`src/drae_pkg.sv`:
```
// ----------------------------------------------------------------------------
// drae_pkg
// Shared types and constants for the DNS reply A-record extractor.
// ----------------------------------------------------------------------------
package drae_pkg;

    localparam int MAX_MSG_BYTES_DEF = 1024;
    localparam int FIFO_DEPTH        = 8;

    localparam logic [3:0]  HDR_BYTES      = 4'd12;
    localparam logic [3:0]  OFS_RCODE      = 4'd3;
    localparam logic [3:0]  OFS_ANCOUNT_HI = 4'd6;
    localparam logic [3:0]  OFS_ANCOUNT_LO = 4'd7;
    localparam logic [3:0]  OFS_HDR_END    = 4'd11;
    localparam logic [3:0]  RCODE_NXDOMAIN = 4'd3;
    localparam logic [5:0]  LABEL_MAX      = 6'd63;
    localparam logic [3:0]  QFIX_BYTES     = 4'd4;
    localparam logic [3:0]  AFIX_BYTES     = 4'd10;
    localparam logic [3:0]  IPV4_BYTES     = 4'd4;
    localparam logic [3:0]  FIDX_MAX       = 4'd15;
    localparam logic [15:0] WANTED_DEF     = 16'd1;

    localparam logic KIND_ADDR   = 1'b0;
    localparam logic KIND_STATUS = 1'b1;

    typedef enum logic [3:0] {
        PH_HDR  = 4'd0,
        PH_QLEN = 4'd1,
        PH_QLAB = 4'd2,
        PH_QPTR = 4'd3,
        PH_QFIX = 4'd4,
        PH_QBAD = 4'd5,
        PH_ALEN = 4'd6,
        PH_ALAB = 4'd7,
        PH_APTR = 4'd8,
        PH_AFIX = 4'd9,
        PH_ADAT = 4'd10,
        PH_IDLE = 4'd11
    } t_phase;

    typedef enum logic [2:0] {
        ST_OK        = 3'd0,
        ST_SHORT     = 3'd1,
        ST_NXDOMAIN  = 3'd2,
        ST_DNS_ERROR = 3'd3,
        ST_NO_RECS   = 3'd4,
        ST_BAD_QUEST = 3'd5,
        ST_NO_A      = 3'd6
    } t_status;

    typedef struct packed {
        logic        kind;
        logic [31:0] addr;
        logic [2:0]  status;
        logic        last;
    } t_result;

    typedef struct packed {
        logic    vld_a;
        logic    vld_b;
        t_result a;
        t_result b;
    } t_push;

endpackage

```
`src/drae_parser.sv`:
```
// ----------------------------------------------------------------------------
// drae_parser
// Input register and per-byte DNS reply parser; emits up to two results.
// ----------------------------------------------------------------------------
module drae_parser
    import drae_pkg::*;
#(
    parameter int MAX_MESSAGE_BYTES = MAX_MSG_BYTES_DEF
) (
    input  logic        i_clk,
    input  logic        i_rst_n,
    input  logic        i_vld,
    input  logic [7:0]  i_byte,
    input  logic        i_last,
    input  logic        i_cfg_we,
    input  logic [15:0] i_cfg_wdata,
    output t_push       o_push
);

    localparam int OFS_W = $clog2(MAX_MESSAGE_BYTES + 1);
    localparam logic [OFS_W-1:0] OFS_MAX = OFS_W'(MAX_MESSAGE_BYTES);

    logic             r_in_vld;
    logic [7:0]       r_in_byte;
    logic             r_in_last;
    logic [15:0]      r_wanted;

    logic [OFS_W-1:0] r_offset, n_offset;
    t_phase           r_phase, n_phase;
    logic [15:0]      r_ancount, n_ancount;
    logic [3:0]       r_rcode, n_rcode;
    logic [15:0]      r_left, n_left;
    logic [3:0]       r_fidx, n_fidx;
    logic [5:0]       r_lbl, n_lbl;
    logic [15:0]      r_rtype, n_rtype;
    logic [15:0]      r_rdlen, n_rdlen;
    logic [31:0]      r_addr, n_addr;
    logic             r_found, n_found;

    logic             hit;
    logic             rec_done;
    t_status          status;
    logic [7:0]       b;

    always_ff @(posedge i_clk) begin
        if (!i_rst_n) begin
            r_in_vld <= 1'b0;
            r_wanted <= WANTED_DEF;
        end else begin
            r_in_vld <= i_vld;
            if (i_cfg_we) begin
                r_wanted <= i_cfg_wdata;
            end
        end
        r_in_byte <= i_byte;
        r_in_last <= i_last;
    end

    always_ff @(posedge i_clk) begin
        if (!i_rst_n) begin
            r_offset  <= '0;
            r_phase   <= PH_HDR;
            r_ancount <= '0;
            r_rcode   <= '0;
            r_left    <= '0;
            r_fidx    <= '0;
            r_lbl     <= '0;
            r_rtype   <= '0;
            r_rdlen   <= '0;
            r_addr    <= '0;
            r_found   <= 1'b0;
        end else if (r_in_vld) begin
            r_offset  <= n_offset;
            r_phase   <= n_phase;
            r_ancount <= n_ancount;
            r_rcode   <= n_rcode;
            r_left    <= n_left;
            r_fidx    <= n_fidx;
            r_lbl     <= n_lbl;
            r_rtype   <= n_rtype;
            r_rdlen   <= n_rdlen;
            r_addr    <= n_addr;
            r_found   <= n_found;
        end
    end

    always_comb begin
        b         = r_in_byte;
        n_offset  = r_offset;
        n_phase   = r_phase;
        n_ancount = r_ancount;
        n_rcode   = r_rcode;
        n_left    = r_left;
        n_fidx    = r_fidx;
        n_lbl     = r_lbl;
        n_rtype   = r_rtype;
        n_rdlen   = r_rdlen;
        n_addr    = r_addr;
        n_found   = r_found;
        hit       = 1'b0;
        rec_done  = 1'b0;
        status    = ST_OK;

        if (r_offset < OFS_MAX) begin
            n_offset = r_offset + OFS_W'(1);
            case (r_phase)
                PH_HDR: begin
                    if (r_offset == OFS_W'(OFS_RCODE)) begin
                        n_rcode = b[3:0];
                    end
                    if (r_offset == OFS_W'(OFS_ANCOUNT_HI)) begin
                        n_ancount = {b, 8'h00};
                    end
                    if (r_offset == OFS_W'(OFS_ANCOUNT_LO)) begin
                        n_ancount = {r_ancount[15:8], b};
                    end
                    if (r_offset == OFS_W'(OFS_HDR_END)) begin
                        if (r_rcode != 4'd0 || r_ancount == 16'd0) begin
                            n_phase = PH_IDLE;
                        end else begin
                            n_left  = r_ancount;
                            n_phase = PH_QLEN;
                        end
                    end
                end
                PH_QLEN, PH_ALEN: begin
                    n_fidx = '0;
                    if (b == 8'd0) begin
                        n_phase = (r_phase == PH_QLEN) ? PH_QFIX : PH_AFIX;
                    end else if (b[7:6] == 2'b11) begin
                        n_phase = (r_phase == PH_QLEN) ? PH_QPTR : PH_APTR;
                    end else if (b > {2'b00, LABEL_MAX}) begin
                        n_phase = (r_phase == PH_QLEN) ? PH_QBAD : PH_IDLE;
                    end else begin
                        n_lbl   = b[5:0];
                        n_phase = (r_phase == PH_QLEN) ? PH_QLAB : PH_ALAB;
                    end
                end
                PH_QLAB, PH_ALAB: begin
                    n_lbl = r_lbl - 6'd1;
                    if (n_lbl == 6'd0) begin
                        n_phase = (r_phase == PH_QLAB) ? PH_QLEN : PH_ALEN;
                    end
                end
                PH_QPTR, PH_APTR: begin
                    n_phase = (r_phase == PH_QPTR) ? PH_QFIX : PH_AFIX;
                    n_fidx  = '0;
                end
                PH_QFIX: begin
                    n_fidx = r_fidx + 4'd1;
                    if (n_fidx >= QFIX_BYTES) begin
                        n_phase = PH_ALEN;
                    end
                end
                PH_AFIX: begin
                    if (r_fidx == 4'd0) begin
                        n_rtype = {b, 8'h00};
                    end
                    if (r_fidx == 4'd1) begin
                        n_rtype = {r_rtype[15:8], b};
                    end
                    if (r_fidx == 4'd8) begin
                        n_rdlen = {b, 8'h00};
                    end
                    if (r_fidx == 4'd9) begin
                        n_rdlen = {r_rdlen[15:8], b};
                    end
                    n_fidx = r_fidx + 4'd1;
                    if (n_fidx >= AFIX_BYTES) begin
                        n_fidx = '0;
                        n_addr = '0;
                        if (n_rdlen == 16'd0) begin
                            rec_done = 1'b1;
                        end else begin
                            n_phase = PH_ADAT;
                        end
                    end
                end
                PH_ADAT: begin
                    n_addr = {r_addr[23:0], b};
                    if (r_fidx < FIDX_MAX) begin
                        n_fidx = r_fidx + 4'd1;
                    end
                    n_rdlen = r_rdlen - 16'd1;
                    if (n_rdlen == 16'd0) begin
                        if (n_fidx == IPV4_BYTES && r_rtype == r_wanted) begin
                            hit     = 1'b1;
                            n_found = 1'b1;
                        end
                        rec_done = 1'b1;
                    end
                end
                default: begin
                end
            endcase
            if (rec_done) begin
                n_left  = r_left - 16'd1;
                n_phase = (n_left == 16'd0) ? PH_IDLE : PH_ALEN;
            end
        end

        if (n_offset < OFS_W'(HDR_BYTES)) begin
            status = ST_SHORT;
        end else if (n_rcode == RCODE_NXDOMAIN) begin
            status = ST_NXDOMAIN;
        end else if (n_rcode != 4'd0) begin
            status = ST_DNS_ERROR;
        end else if (n_ancount == 16'd0) begin
            status = ST_NO_RECS;
        end else if (n_phase == PH_QLEN || n_phase == PH_QLAB || n_phase == PH_QPTR
                     || n_phase == PH_QFIX || n_phase == PH_QBAD) begin
            status = ST_BAD_QUEST;
        end else if (n_found) begin
            status = ST_OK;
        end else begin
            status = ST_NO_A;
        end

        o_push.a.kind   = hit ? KIND_ADDR : KIND_STATUS;
        o_push.a.addr   = hit ? n_addr : 32'd0;
        o_push.a.status = hit ? ST_OK : status;
        o_push.a.last   = hit ? !r_in_last : 1'b1;
        o_push.b.kind   = KIND_STATUS;
        o_push.b.addr   = 32'd0;
        o_push.b.status = status;
        o_push.b.last   = 1'b1;
        o_push.vld_a    = r_in_vld && (hit || r_in_last);
        o_push.vld_b    = r_in_vld && hit && r_in_last;

        if (r_in_last) begin
            n_offset  = '0;
            n_phase   = PH_HDR;
            n_ancount = '0;
            n_rcode   = '0;
            n_left    = '0;
            n_fidx    = '0;
            n_lbl     = '0;
            n_rtype   = '0;
            n_rdlen   = '0;
            n_addr    = '0;
            n_found   = 1'b0;
        end
    end

endmodule

```
`src/drae_fifo.sv`:
```
// ----------------------------------------------------------------------------
// drae_fifo
// Result queue: takes up to two results per cycle, hands out one per transfer.
// ----------------------------------------------------------------------------
module drae_fifo
    import drae_pkg::*;
(
    input  logic    i_clk,
    input  logic    i_rst_n,
    input  t_push   i_push,
    output logic    o_room,
    output logic    o_vld,
    input  logic    i_rdy,
    output t_result o_data
);

    localparam int PTR_W = $clog2(FIFO_DEPTH);
    localparam int CNT_W = $clog2(FIFO_DEPTH + 1);

    t_result            r_mem [FIFO_DEPTH];
    logic [PTR_W-1:0]   r_wp, n_wp;
    logic [PTR_W-1:0]   r_rp, n_rp;
    logic [CNT_W-1:0]   r_cnt, n_cnt;
    logic               pop;
    logic [CNT_W-1:0]   n_push;

    assign pop    = o_vld && i_rdy;
    assign o_vld  = r_cnt != '0;
    assign o_data = r_mem[r_rp];
    assign o_room = r_cnt <= CNT_W'(FIFO_DEPTH - 4);

    always_comb begin
        n_push = CNT_W'(i_push.vld_a) + CNT_W'(i_push.vld_b);
        n_wp   = r_wp + PTR_W'(n_push);
        n_rp   = pop ? r_rp + PTR_W'(1) : r_rp;
        n_cnt  = r_cnt + n_push - CNT_W'(pop);
    end

    always_ff @(posedge i_clk) begin
        if (!i_rst_n) begin
            r_wp  <= '0;
            r_rp  <= '0;
            r_cnt <= '0;
        end else begin
            r_wp  <= n_wp;
            r_rp  <= n_rp;
            r_cnt <= n_cnt;
        end
    end

    always_ff @(posedge i_clk) begin
        if (i_push.vld_a) begin
            r_mem[r_wp] <= i_push.a;
        end
        if (i_push.vld_b) begin
            r_mem[r_wp + PTR_W'(1)] <= i_push.b;
        end
    end

endmodule

```
`src/dns_reply_a_record_extractor_unit.sv`:
```
// ----------------------------------------------------------------------------
// dns_reply_a_record_extractor_unit
// Streams a DNS reply byte by byte and reports A-record addresses and status.
// ----------------------------------------------------------------------------
// Accepts one message byte per cycle. A byte is parsed in the cycle after its
// transfer and its results (an address, the final status, or both on the
// last byte) enter an eight-entry result queue. s_tready stays high while the
// queue holds four results or fewer; with the output side taking a result
// every cycle the input never stalls. wanted_type resets to 1 (A record) and
// is written via i_cfg_we / i_cfg_wdata; the user must write it only while
// no message is in progress, as the block itself does not enforce this.
module dns_reply_a_record_extractor_unit
    import drae_pkg::*;
#(
    parameter int MAX_MESSAGE_BYTES = MAX_MSG_BYTES_DEF
) (
    input  logic        i_clk,
    input  logic        i_rst_n,
    input  logic        i_s_tvalid,
    output logic        o_s_tready,
    input  logic [7:0]  i_s_tdata,   // [7:0] data_byte
    input  logic        i_s_tlast,   // end_of_message
    output logic        o_m_tvalid,
    input  logic        i_m_tready,
    output logic [39:0] o_m_tdata,   // [31:0] ipv4_address, [34:32] status
    output logic        o_m_tuser,   // result_kind
    output logic        o_m_tlast,   // last_of_run
    input  logic        i_cfg_we,
    input  logic [15:0] i_cfg_wdata
);

    t_push   push;
    t_result head;
    logic    room;

    assign o_s_tready = room;

    drae_parser #(
        .MAX_MESSAGE_BYTES(MAX_MESSAGE_BYTES)
    ) u_parser (
        .i_clk       (i_clk),
        .i_rst_n     (i_rst_n),
        .i_vld       (i_s_tvalid && room),
        .i_byte      (i_s_tdata),
        .i_last      (i_s_tlast),
        .i_cfg_we    (i_cfg_we),
        .i_cfg_wdata (i_cfg_wdata),
        .o_push      (push)
    );

    drae_fifo u_fifo (
        .i_clk   (i_clk),
        .i_rst_n (i_rst_n),
        .i_push  (push),
        .o_room  (room),
        .o_vld   (o_m_tvalid),
        .i_rdy   (i_m_tready),
        .o_data  (head)
    );

    assign o_m_tdata = {5'd0, head.status, head.addr};
    assign o_m_tuser = head.kind;
    assign o_m_tlast = head.last;

endmodule

```
`config.mk`:
```
export PLATFORM = sky130hd
export DESIGN_NAME = dns_reply_a_record_extractor_unit
export DESIGN_NICKNAME = d
export VERILOG_FILES = /design/src/drae_pkg.sv /design/src/drae_parser.sv /design/src/drae_fifo.sv /design/src/dns_reply_a_record_extractor_unit.sv
export SDC_FILE = /design/constraint.sdc
export NUM_CORES = 1
export LEC_CHECK = 0
export BUFFER_PORTS_ARGS = -buffer_cell sky130_fd_sc_hd__buf_4
export CAP_MARGIN = 10
export CORE_MARGIN = 5
export CORE_UTILIZATION = 33
export CTS_BUF_LIST = sky130_fd_sc_hd__clkbuf_2
export CTS_CLUSTER_DIAMETER = 30
export CTS_CLUSTER_SIZE = 14
export DETAILED_ROUTE_END_ITERATION = 8
export GPL_TIMING_DRIVEN = 0
export PLACE_DENSITY = 0.58
export SLEW_MARGIN = 20
export SYNTH_ARGS = -nofsm -noshare
export SYNTH_HDL_FRONTEND = slang
export SYNTH_SLANG_ARGS = --single-unit
```
`constraint.sdc`:
```
create_clock -name i_clk -period 6.13 [get_ports i_clk]
set_input_delay 0.9195 -clock i_clk [delete_from_list [all_inputs] [get_ports i_clk]]
set_output_delay 0.9195 -clock i_clk [all_outputs]
set_load 0.05 [all_outputs]
```
==> results.yml, run 1 <==
outcome:
  status: "finished clean"
synth:
  synth_edf_count: 24
  yosysWarnings: 0
  yosys.area.top_type: "dfxtp_1"
  synth_cell_types: 85
  async_reset_ff_share_pct: 0
  syn-instance-count: 2491
  synthesis.area_um2: 22700
  synth_seq_cells: 461
  synthTopCellsByCount: "dfxtp_1 (437), nor2_1 (418), a21oi_1 (189)"
  ys_seq_area_share_pct: 41.8
  synth_area_leaders: "dfxtp_1 (39%), mux4_2 (7.3%), nor2_1 (6.9%), mux2i_1 (6.8%), a21oi_1 (4.2%)"
  syn_avg_cell_area_um2: 9.10
  synth_top_area_share_pct: 38.6
  synthFlopType: "dfxtp_1"
  yosys.cell_count.top_type: "dfxtp_1"
clock_tree:
  cts_setup_buffers: 0
  cts_tree: "yes"
  cts-root-buf: "clkbuf_2"
  htreeDepth: 3
  cts_buffer_depth: 3
  cts_resized: 0
  insertion_delay_ns: 1.25
  clock_sinks: 461
  cts.reportedPaths.clkPinSlew_ns: 0.16
  numCtsBuffers: 105
critical_path:
  cp_slowest_stage_delay_ns: 0.48
  worst_ep_required_time_ns: 7.28
  path_cells: "clkbuf_1, inv_1, ha_1, clkbuf_1, nor3_1, a31oi_1, o31ai_2, nor4b_2, nand4_4, buf_6, buf_2, buf_2, a21oi_1, ha_1, inv_1, ha_1, inv_1, ha_1, a21o_1, a21oi_1, xor2_1, and2_1"
  r2r-start: "u_parser.r_rdlen[1]$_SDFFE_PN0P_"
  path_max_fanout: 10
  worstRegToRegCells: 22
  startpoint: "u_parser.r_rdlen[1]$_SDFFE_PN0P_"
  start_kind: "flip-flop"
  reg2reg_setup_slack_ns: 0.73
  critPathKind: "flip-flop to flip-flop"
  reg2reg_to: "u_fifo.r_cnt[3]$_SDFF_PN0_"
  worstSetupEndpoint: "u_fifo.r_cnt[3]$_SDFF_PN0_"
  cp_data_arrival_time_ns: 6.56
  end_kind: "flip-flop"
  crit_slowest_cell: "nor4b_2"
  cp_common_cell: "ha_1"
global_route:
  first_global_vias: 20300
  overflow: 0
  grt_max_degree: 16
  track_usage_pct: 19.8
  grt_pass1_wl_um: 117000
  antenna_found_initial: 1
floorplanning:
  num_rows: 96
  die_area_um2: 74100
  core_area_um2: 68300
  die_x_um: 272
  ioPinCount: 74
  die_y_um: 272
  initial_core_util_pct: 33.2
detailed_routing:
  routed_wl_um: 76000
  ant_nets: 0
  wl_per_cell_um: 20.7
  vias: 20500
  dr.first_iter.drc_count: 1728
  drc: 0
  vias_per_cell: 5.57
  drt-pass1-iter-count: 6
power:
  power_frac_clock_pct: 43.4
  pwr-share-comb_pct: 14.9
  p_int_mw: 5.18
  power.share.switching_pct: 30.3
  power_density_nw_per_um2: 283
  irDropWorstVdd_mv: 0.194
  p_sw_mw: 2.26
  p_seq_share_pct: 41.7
  leakage_nw: 9.90
  total_power_mw: 7.44
timing:
  fin_crit_sh_pct: 88.2
  max_freq_ghz: 0.185
  tightest_slew_ns: 1.19
  fin_crit_ns: 5.40
  slew_headroom_pct: 20.0
  timing.hold.ws_ns: 0.154
  rsz0062_at_grt: "false"
  finalClockSkew_ns: 0.197
  tns_ns: 0
  hold_violations: 0
  drv_slew: 0
  setup_viol: 0
cells_and_area:
  fin_nets: 2752
  fin_util_pct: 38.5
  layout-drive-gt1-share_pct: 17.7
  instances_no_fill: 3670
  area_delta_synth_final_pct: 16.1
min_path:
  hp-class: "input pin to flip-flop"
flow_run:
  maxCapViolCount: 0
placement:
  post-dp-hpwl_um: 54100
  globalplace.congestion: 0.929
  port_buffers: 67
  post-place-cells: 3444
[power groups by stage]
stage	sequential [mW]	clock, mW	combinational [mW]
6_report	3.10	3.22	1.11
5_1_grt	3.11	3.44	1.19
4_1_cts	3.10	3.29	1.11
3_5_place_dp	3.17	0	1.10
3_3_place_gp	3.17	0	1.09
2_1_floorplan	3.16	0	0.767
[per-stage QoR]
stage | worst slack [ns] | cell area [um2]
floorplan | 1.87 | 22700
detailed placement | 0.790 | 24300
global route | 0.361 | 26300
finish | 0.726 | 26300
CTS | 0.755 | 26300
global placement | 0.961 | 24300
[kinds of logic after synthesis]
| logic type | count (synthesis) | share of synthesized area [%] |
|---|---|---|
| flip-flops | 461 | 41.8 |
| AO/OA/AOI/OAI | 474 | 13.3 |
| XOR/XNOR | 43 | 1.66 |
| adder cells (fa/ha/maj) | 27 | 1.56 |
| AND/OR/NAND/NOR | 954 | 20.2 |
| other | 1 | 0.0165 |
| multiplexers | 277 | 16.6 |
| buffers and inverters | 254 | 4.95 |
[state kept, by name, summed over array words and instances (netlist names), named ones only]
register,flops
u_parser.r_rcode,4
u_parser.r_rtype,16
u_parser.r_addr,32
u_parser.r_phase,4
u_fifo.r_rp,3
u_parser.r_fidx,4
u_parser.r_in_vld,1
u_parser.r_in_last,1
u_parser.r_wanted,16
u_parser.r_left,16
u_fifo.r_mem,296
u_fifo.r_wp,3
u_parser.r_lbl,6
u_fifo.r_cnt,4
u_parser.r_found,1
u_parser.r_rdlen,16
u_parser.b,8
u_parser.r_ancount,16
u_parser.r_offset,11
[worst min-delay path by stage]
stage / from / to / slack (ns) / depth (start not counted)
final: i_m_tready / flip-flop / 0.15 / 4
after global routing: i_m_tready / flip-flop / 0.08 / 4
after CTS: i_m_tready / flip-flop / 0.01 / 4
after detailed placement: u_fifo.r_mem[1][36]$_SDFFE_PP1P_ / u_fifo.r_mem[1][36]$_SDFFE_PP1P_ / 0.46 / 2
after global placement: u_fifo.r_mem[6][36]$_SDFFE_PP1P_ / u_fifo.r_mem[6][36]$_SDFFE_PP1P_ / 0.45 / 2
after floorplan: u_fifo.r_mem[2][36]$_SDFFE_PP1P_ / u_fifo.r_mem[2][36]$_SDFFE_PP1P_ / 0.43 / 2
[repair_timing]
action                                  in CTS  in global routing
hold endpoints to repair                    26                  0
endpoints found under the setup margin       0                  0
hold buffers                                26                  0
[cells in the final DEF (no fill, tap or decap), types with 48 or more instances in the layout]
| cell type | n |
|---|---|
| a21oi_1 | 189 |
| clkbuf_1 | 117 |
| buf_4 | 92 |
| mux4_2 | 74 |
| nor3_1 | 179 |
| nor2_1 | 418 |
| dfxtp_1 | 437 |
| nand2_1 | 102 |
| nor2b_1 | 62 |
| mux2i_1 | 155 |
| o21ai_0 | 50 |
| a22oi_1 | 115 |
| mux2_2 | 48 |
| clkbuf_2 | 116 |
[metal layers]
metal | up-vias | global-route usage [%] | routed length, um
met1 | 9936 | 25.6 | 31700
met3 | 174 | 3.94 | 6070
li1 | 9446 | - | -
met5 | - | 0 | 0
met2 | 900 | 32.8 | 35800
met4 | 0 | 7.43 | 2450
[critical path: cells and delay by family, from the launching register on]
family / cells / cell delay (ns)
buffers and inverters: 8 / 1.47
and+or+nand+nor: 4 / 1.32
AOI/OAI and AO/OA: 5 / 1.05
adders and majority gates: 4 / 0.99
DFF: 1 / 0.34
xor gates and xnor gates: 1 / 0.15
[layout make-up]
class / count / area [um2]
sequential: 461 / 9470
tap: 882 / 1100
timing repair buffer: 93 / 763
clock inverter: 86 / 1180
fill: 6941 / 42000
inverter: 44 / 165
antenna: 1 / 2.50
clock buffer: 113 / 566
buffer: 210 / 958
multi-input combinational: 1780 / 12100
Power figures use the tool's default switching activity.
==> inputs of run 2 (changes only) <==
--- a/config.mk
+++ b/config.mk
@@ -14,7 +14,7 @@
 export CTS_CLUSTER_SIZE = 14
 export DETAILED_ROUTE_END_ITERATION = 8
 export GPL_TIMING_DRIVEN = 0
-export PLACE_DENSITY = 0.58
+export PLACE_DENSITY = 0.57
 export SLEW_MARGIN = 20
 export SYNTH_ARGS = -nofsm -noshare
 export SYNTH_HDL_FRONTEND = slang
==> run 2 against run 1 <==
Final cell count rose by 0.19%. Worst setup slack improved by 0.030 ns. Die area did not move. Largest power group is now registers.
==> results.yml, run 2 (synthesis gave the netlist of run 1 again) <==
global_route:
  grt_max_degree: 17
  first_global_vias: 20400
  antenna_found_initial: 2
  track_usage_pct: 20.2
  grt_pass1_wl_um: 119000
  overflow: 0
power:
  power_density_nw_per_um2: 271
  leakage_nw: 9.82
  irDropWorstVdd_mv: 0.149
detailed_routing:
  ant_nets: 0
  drt-pass1-iter-count: 6
  vias: 20600
  drc: 0
  dr.first_iter.drc_count: 1650
  wl_per_cell_um: 21.0
  routed_wl_um: 77100
  vias_per_cell: 5.61
floorplanning:
  die_area_um2: 74100
  ioPinCount: 74
  initial_core_util_pct: 33.2
  die_x_um: 272
  num_rows: 96
  core_area_um2: 68300
  die_y_um: 272
placement:
  dp_slack_ns: 0.861
  port_buffers: 67
  post-dp-hpwl_um: 54800
  globalplace.congestion: 0.911
timing:
  tightest_slew_ns: 1.14
  layout_setup_ws_ns: 0.756
  drv_slew: 0
  slew_headroom_pct: 24.3
  tns_ns: 0
  setup_viol: 0
  fin_crit_sh_pct: 87.7
  hold_violations: 0
  timing.hold.ws_ns: 0.183
  max_freq_ghz: 0.186
  finalClockSkew_ns: 0.129
  rsz0062_at_grt: "false"
  fin_crit_ns: 5.37
critical_path:
  worstRegToRegCells: 22
  start_kind: "flip-flop"
  path_cells: "clkbuf_1, inv_1, ha_1, clkbuf_1, nor3_1, a31oi_1, o31ai_2, nor4b_2, nand4_4, buf_6, buf_2, buf_2, a21oi_1, ha_1, inv_1, ha_1, inv_1, ha_1, a21o_1, a21oi_1, xor2_1, and2_1"
  worst_ep_required_time_ns: 7.20
  cp_common_cell: "ha_1"
  cp_data_arrival_time_ns: 6.45
  end_kind: "flip-flop"
  critPathKind: "flip-flop to flip-flop"
  path_max_fanout: 10
  crit_buf_inv: 8
  reg2reg_to: "u_fifo.r_cnt[3]$_SDFF_PN0_"
  cp_slowest_stage_delay_ns: 0.48
  cp_top_family: "buffers and inverters"
  r2r-start: "u_parser.r_rdlen[1]$_SDFFE_PN0P_"
  reg2reg_setup_slack_ns: 0.76
  crit_slowest_cell: "nor4b_2"
clock_tree:
  insertion_delay_ns: 1.22
  cts_resized: 0
  cts_setup_buffers: 0
  cts_buffer_depth: 3
  clock_sinks: 461
  cts_hold_buf: 26
  numCtsBuffers: 109
  cts_tree: "yes"
  htreeDepth: 3
  cts.reportedPaths.clkPinSlew_ns: 0.13
  cts-root-buf: "clkbuf_2"
cells_and_area:
  fillers: 6872
  final-seq-area_um2: 9470
  largest_register_ffs: 296
  layout-drive-gt1-share_pct: 17.4
  largest-register: "u_fifo.r_mem"
  area_delta_synth_final_pct: 15.0
  fin_util_pct: 38.2
  multi_input_area_um2: 12100
  reg.largest.list: "u_fifo.r_mem (296), u_parser.r_addr (32)"
  mostFrequentLayoutCells: "dfxtp_1 (437), nor2_1 (418), a21oi_1 (189)"
  fin_nets: 2757
  final_common_cell: "dfxtp_1"
min_path:
  min_from: "i_m_tready"
  whs_endpoint: "u_fifo.r_rp[1]$_SDFFE_PN0P_"
  whs_path_depth: 4
  hp-class: "input pin to flip-flop"
outcome:
  status: "finished clean"
flow_run:
  maxCapViolCount: 0
## run 2: worst max-delay path by stage
stage	start	to	slack, ns	cells past startpoint
after floorplan	u_parser.r_rdlen[1]$_SDFFE_PN0P_	u_fifo.r_cnt[3]$_SDFF_PN0_	1.87	22
after global placement	u_parser.r_rdlen[1]$_SDFFE_PN0P_	u_fifo.r_cnt[3]$_SDFF_PN0_	0.96	22
after detailed placement	u_parser.r_rdlen[1]$_SDFFE_PN0P_	u_fifo.r_cnt[3]$_SDFF_PN0_	0.86	22
after CTS	u_parser.r_rdlen[1]$_SDFFE_PN0P_	u_fifo.r_cnt[3]$_SDFF_PN0_	0.80	22
after global routing	u_parser.r_rdlen[1]$_SDFFE_PN0P_	u_fifo.r_cnt[3]$_SDFF_PN0_	0.48	22
final	u_parser.r_rdlen[1]$_SDFFE_PN0P_	u_fifo.r_cnt[3]$_SDFF_PN0_	0.76	22
## run 2: area by class of cell
class                      instances  share of cell area [%]
sequential                       461                    36.3
buffer                           210                    3.67
clock buffer                     128                    2.46
timing repair buffer              94                    2.94
tap                              882                    4.23
multi-input combinational       1780                    46.4
antenna                            1                 0.00959
inverter                          44                   0.633
clock inverter                    77                    3.36
## run 2: metal layers
metal	track usage [%]	wire, um	vias up
met2	33.5	36500	863
met4	7.86	2650	0
met5	0	0	-
li1	-	-	9470
met1	26.1	32400	10100
met3	3.69	5640	208
## run 2: metrics by stage
stage          area, um2  cells  power [mW]
6_report           26100   3677        7.07
5_1_grt            26100   3677        7.39
4_1_cts            26100   3676        7.14
3_5_place_dp       24300   3445        4.27
3_3_place_gp       24300   3444        4.26
2_1_floorplan      22700   2495        3.92
## run 2: power breakdown
group / internal [mW] / leakage (nW) / switching, mW
clock network: 1.41 / 0.933 / 1.45
registers: 3.07 / 3.79 / 0.0353
logic: 0.388 / 5.10 / 0.724
## run 2: tightest hold or removal path: stages
cell,delay (ns)
buf_4,0.09
nand2_1,0.08
nand2_1,0.08
a21oi_1,0.08
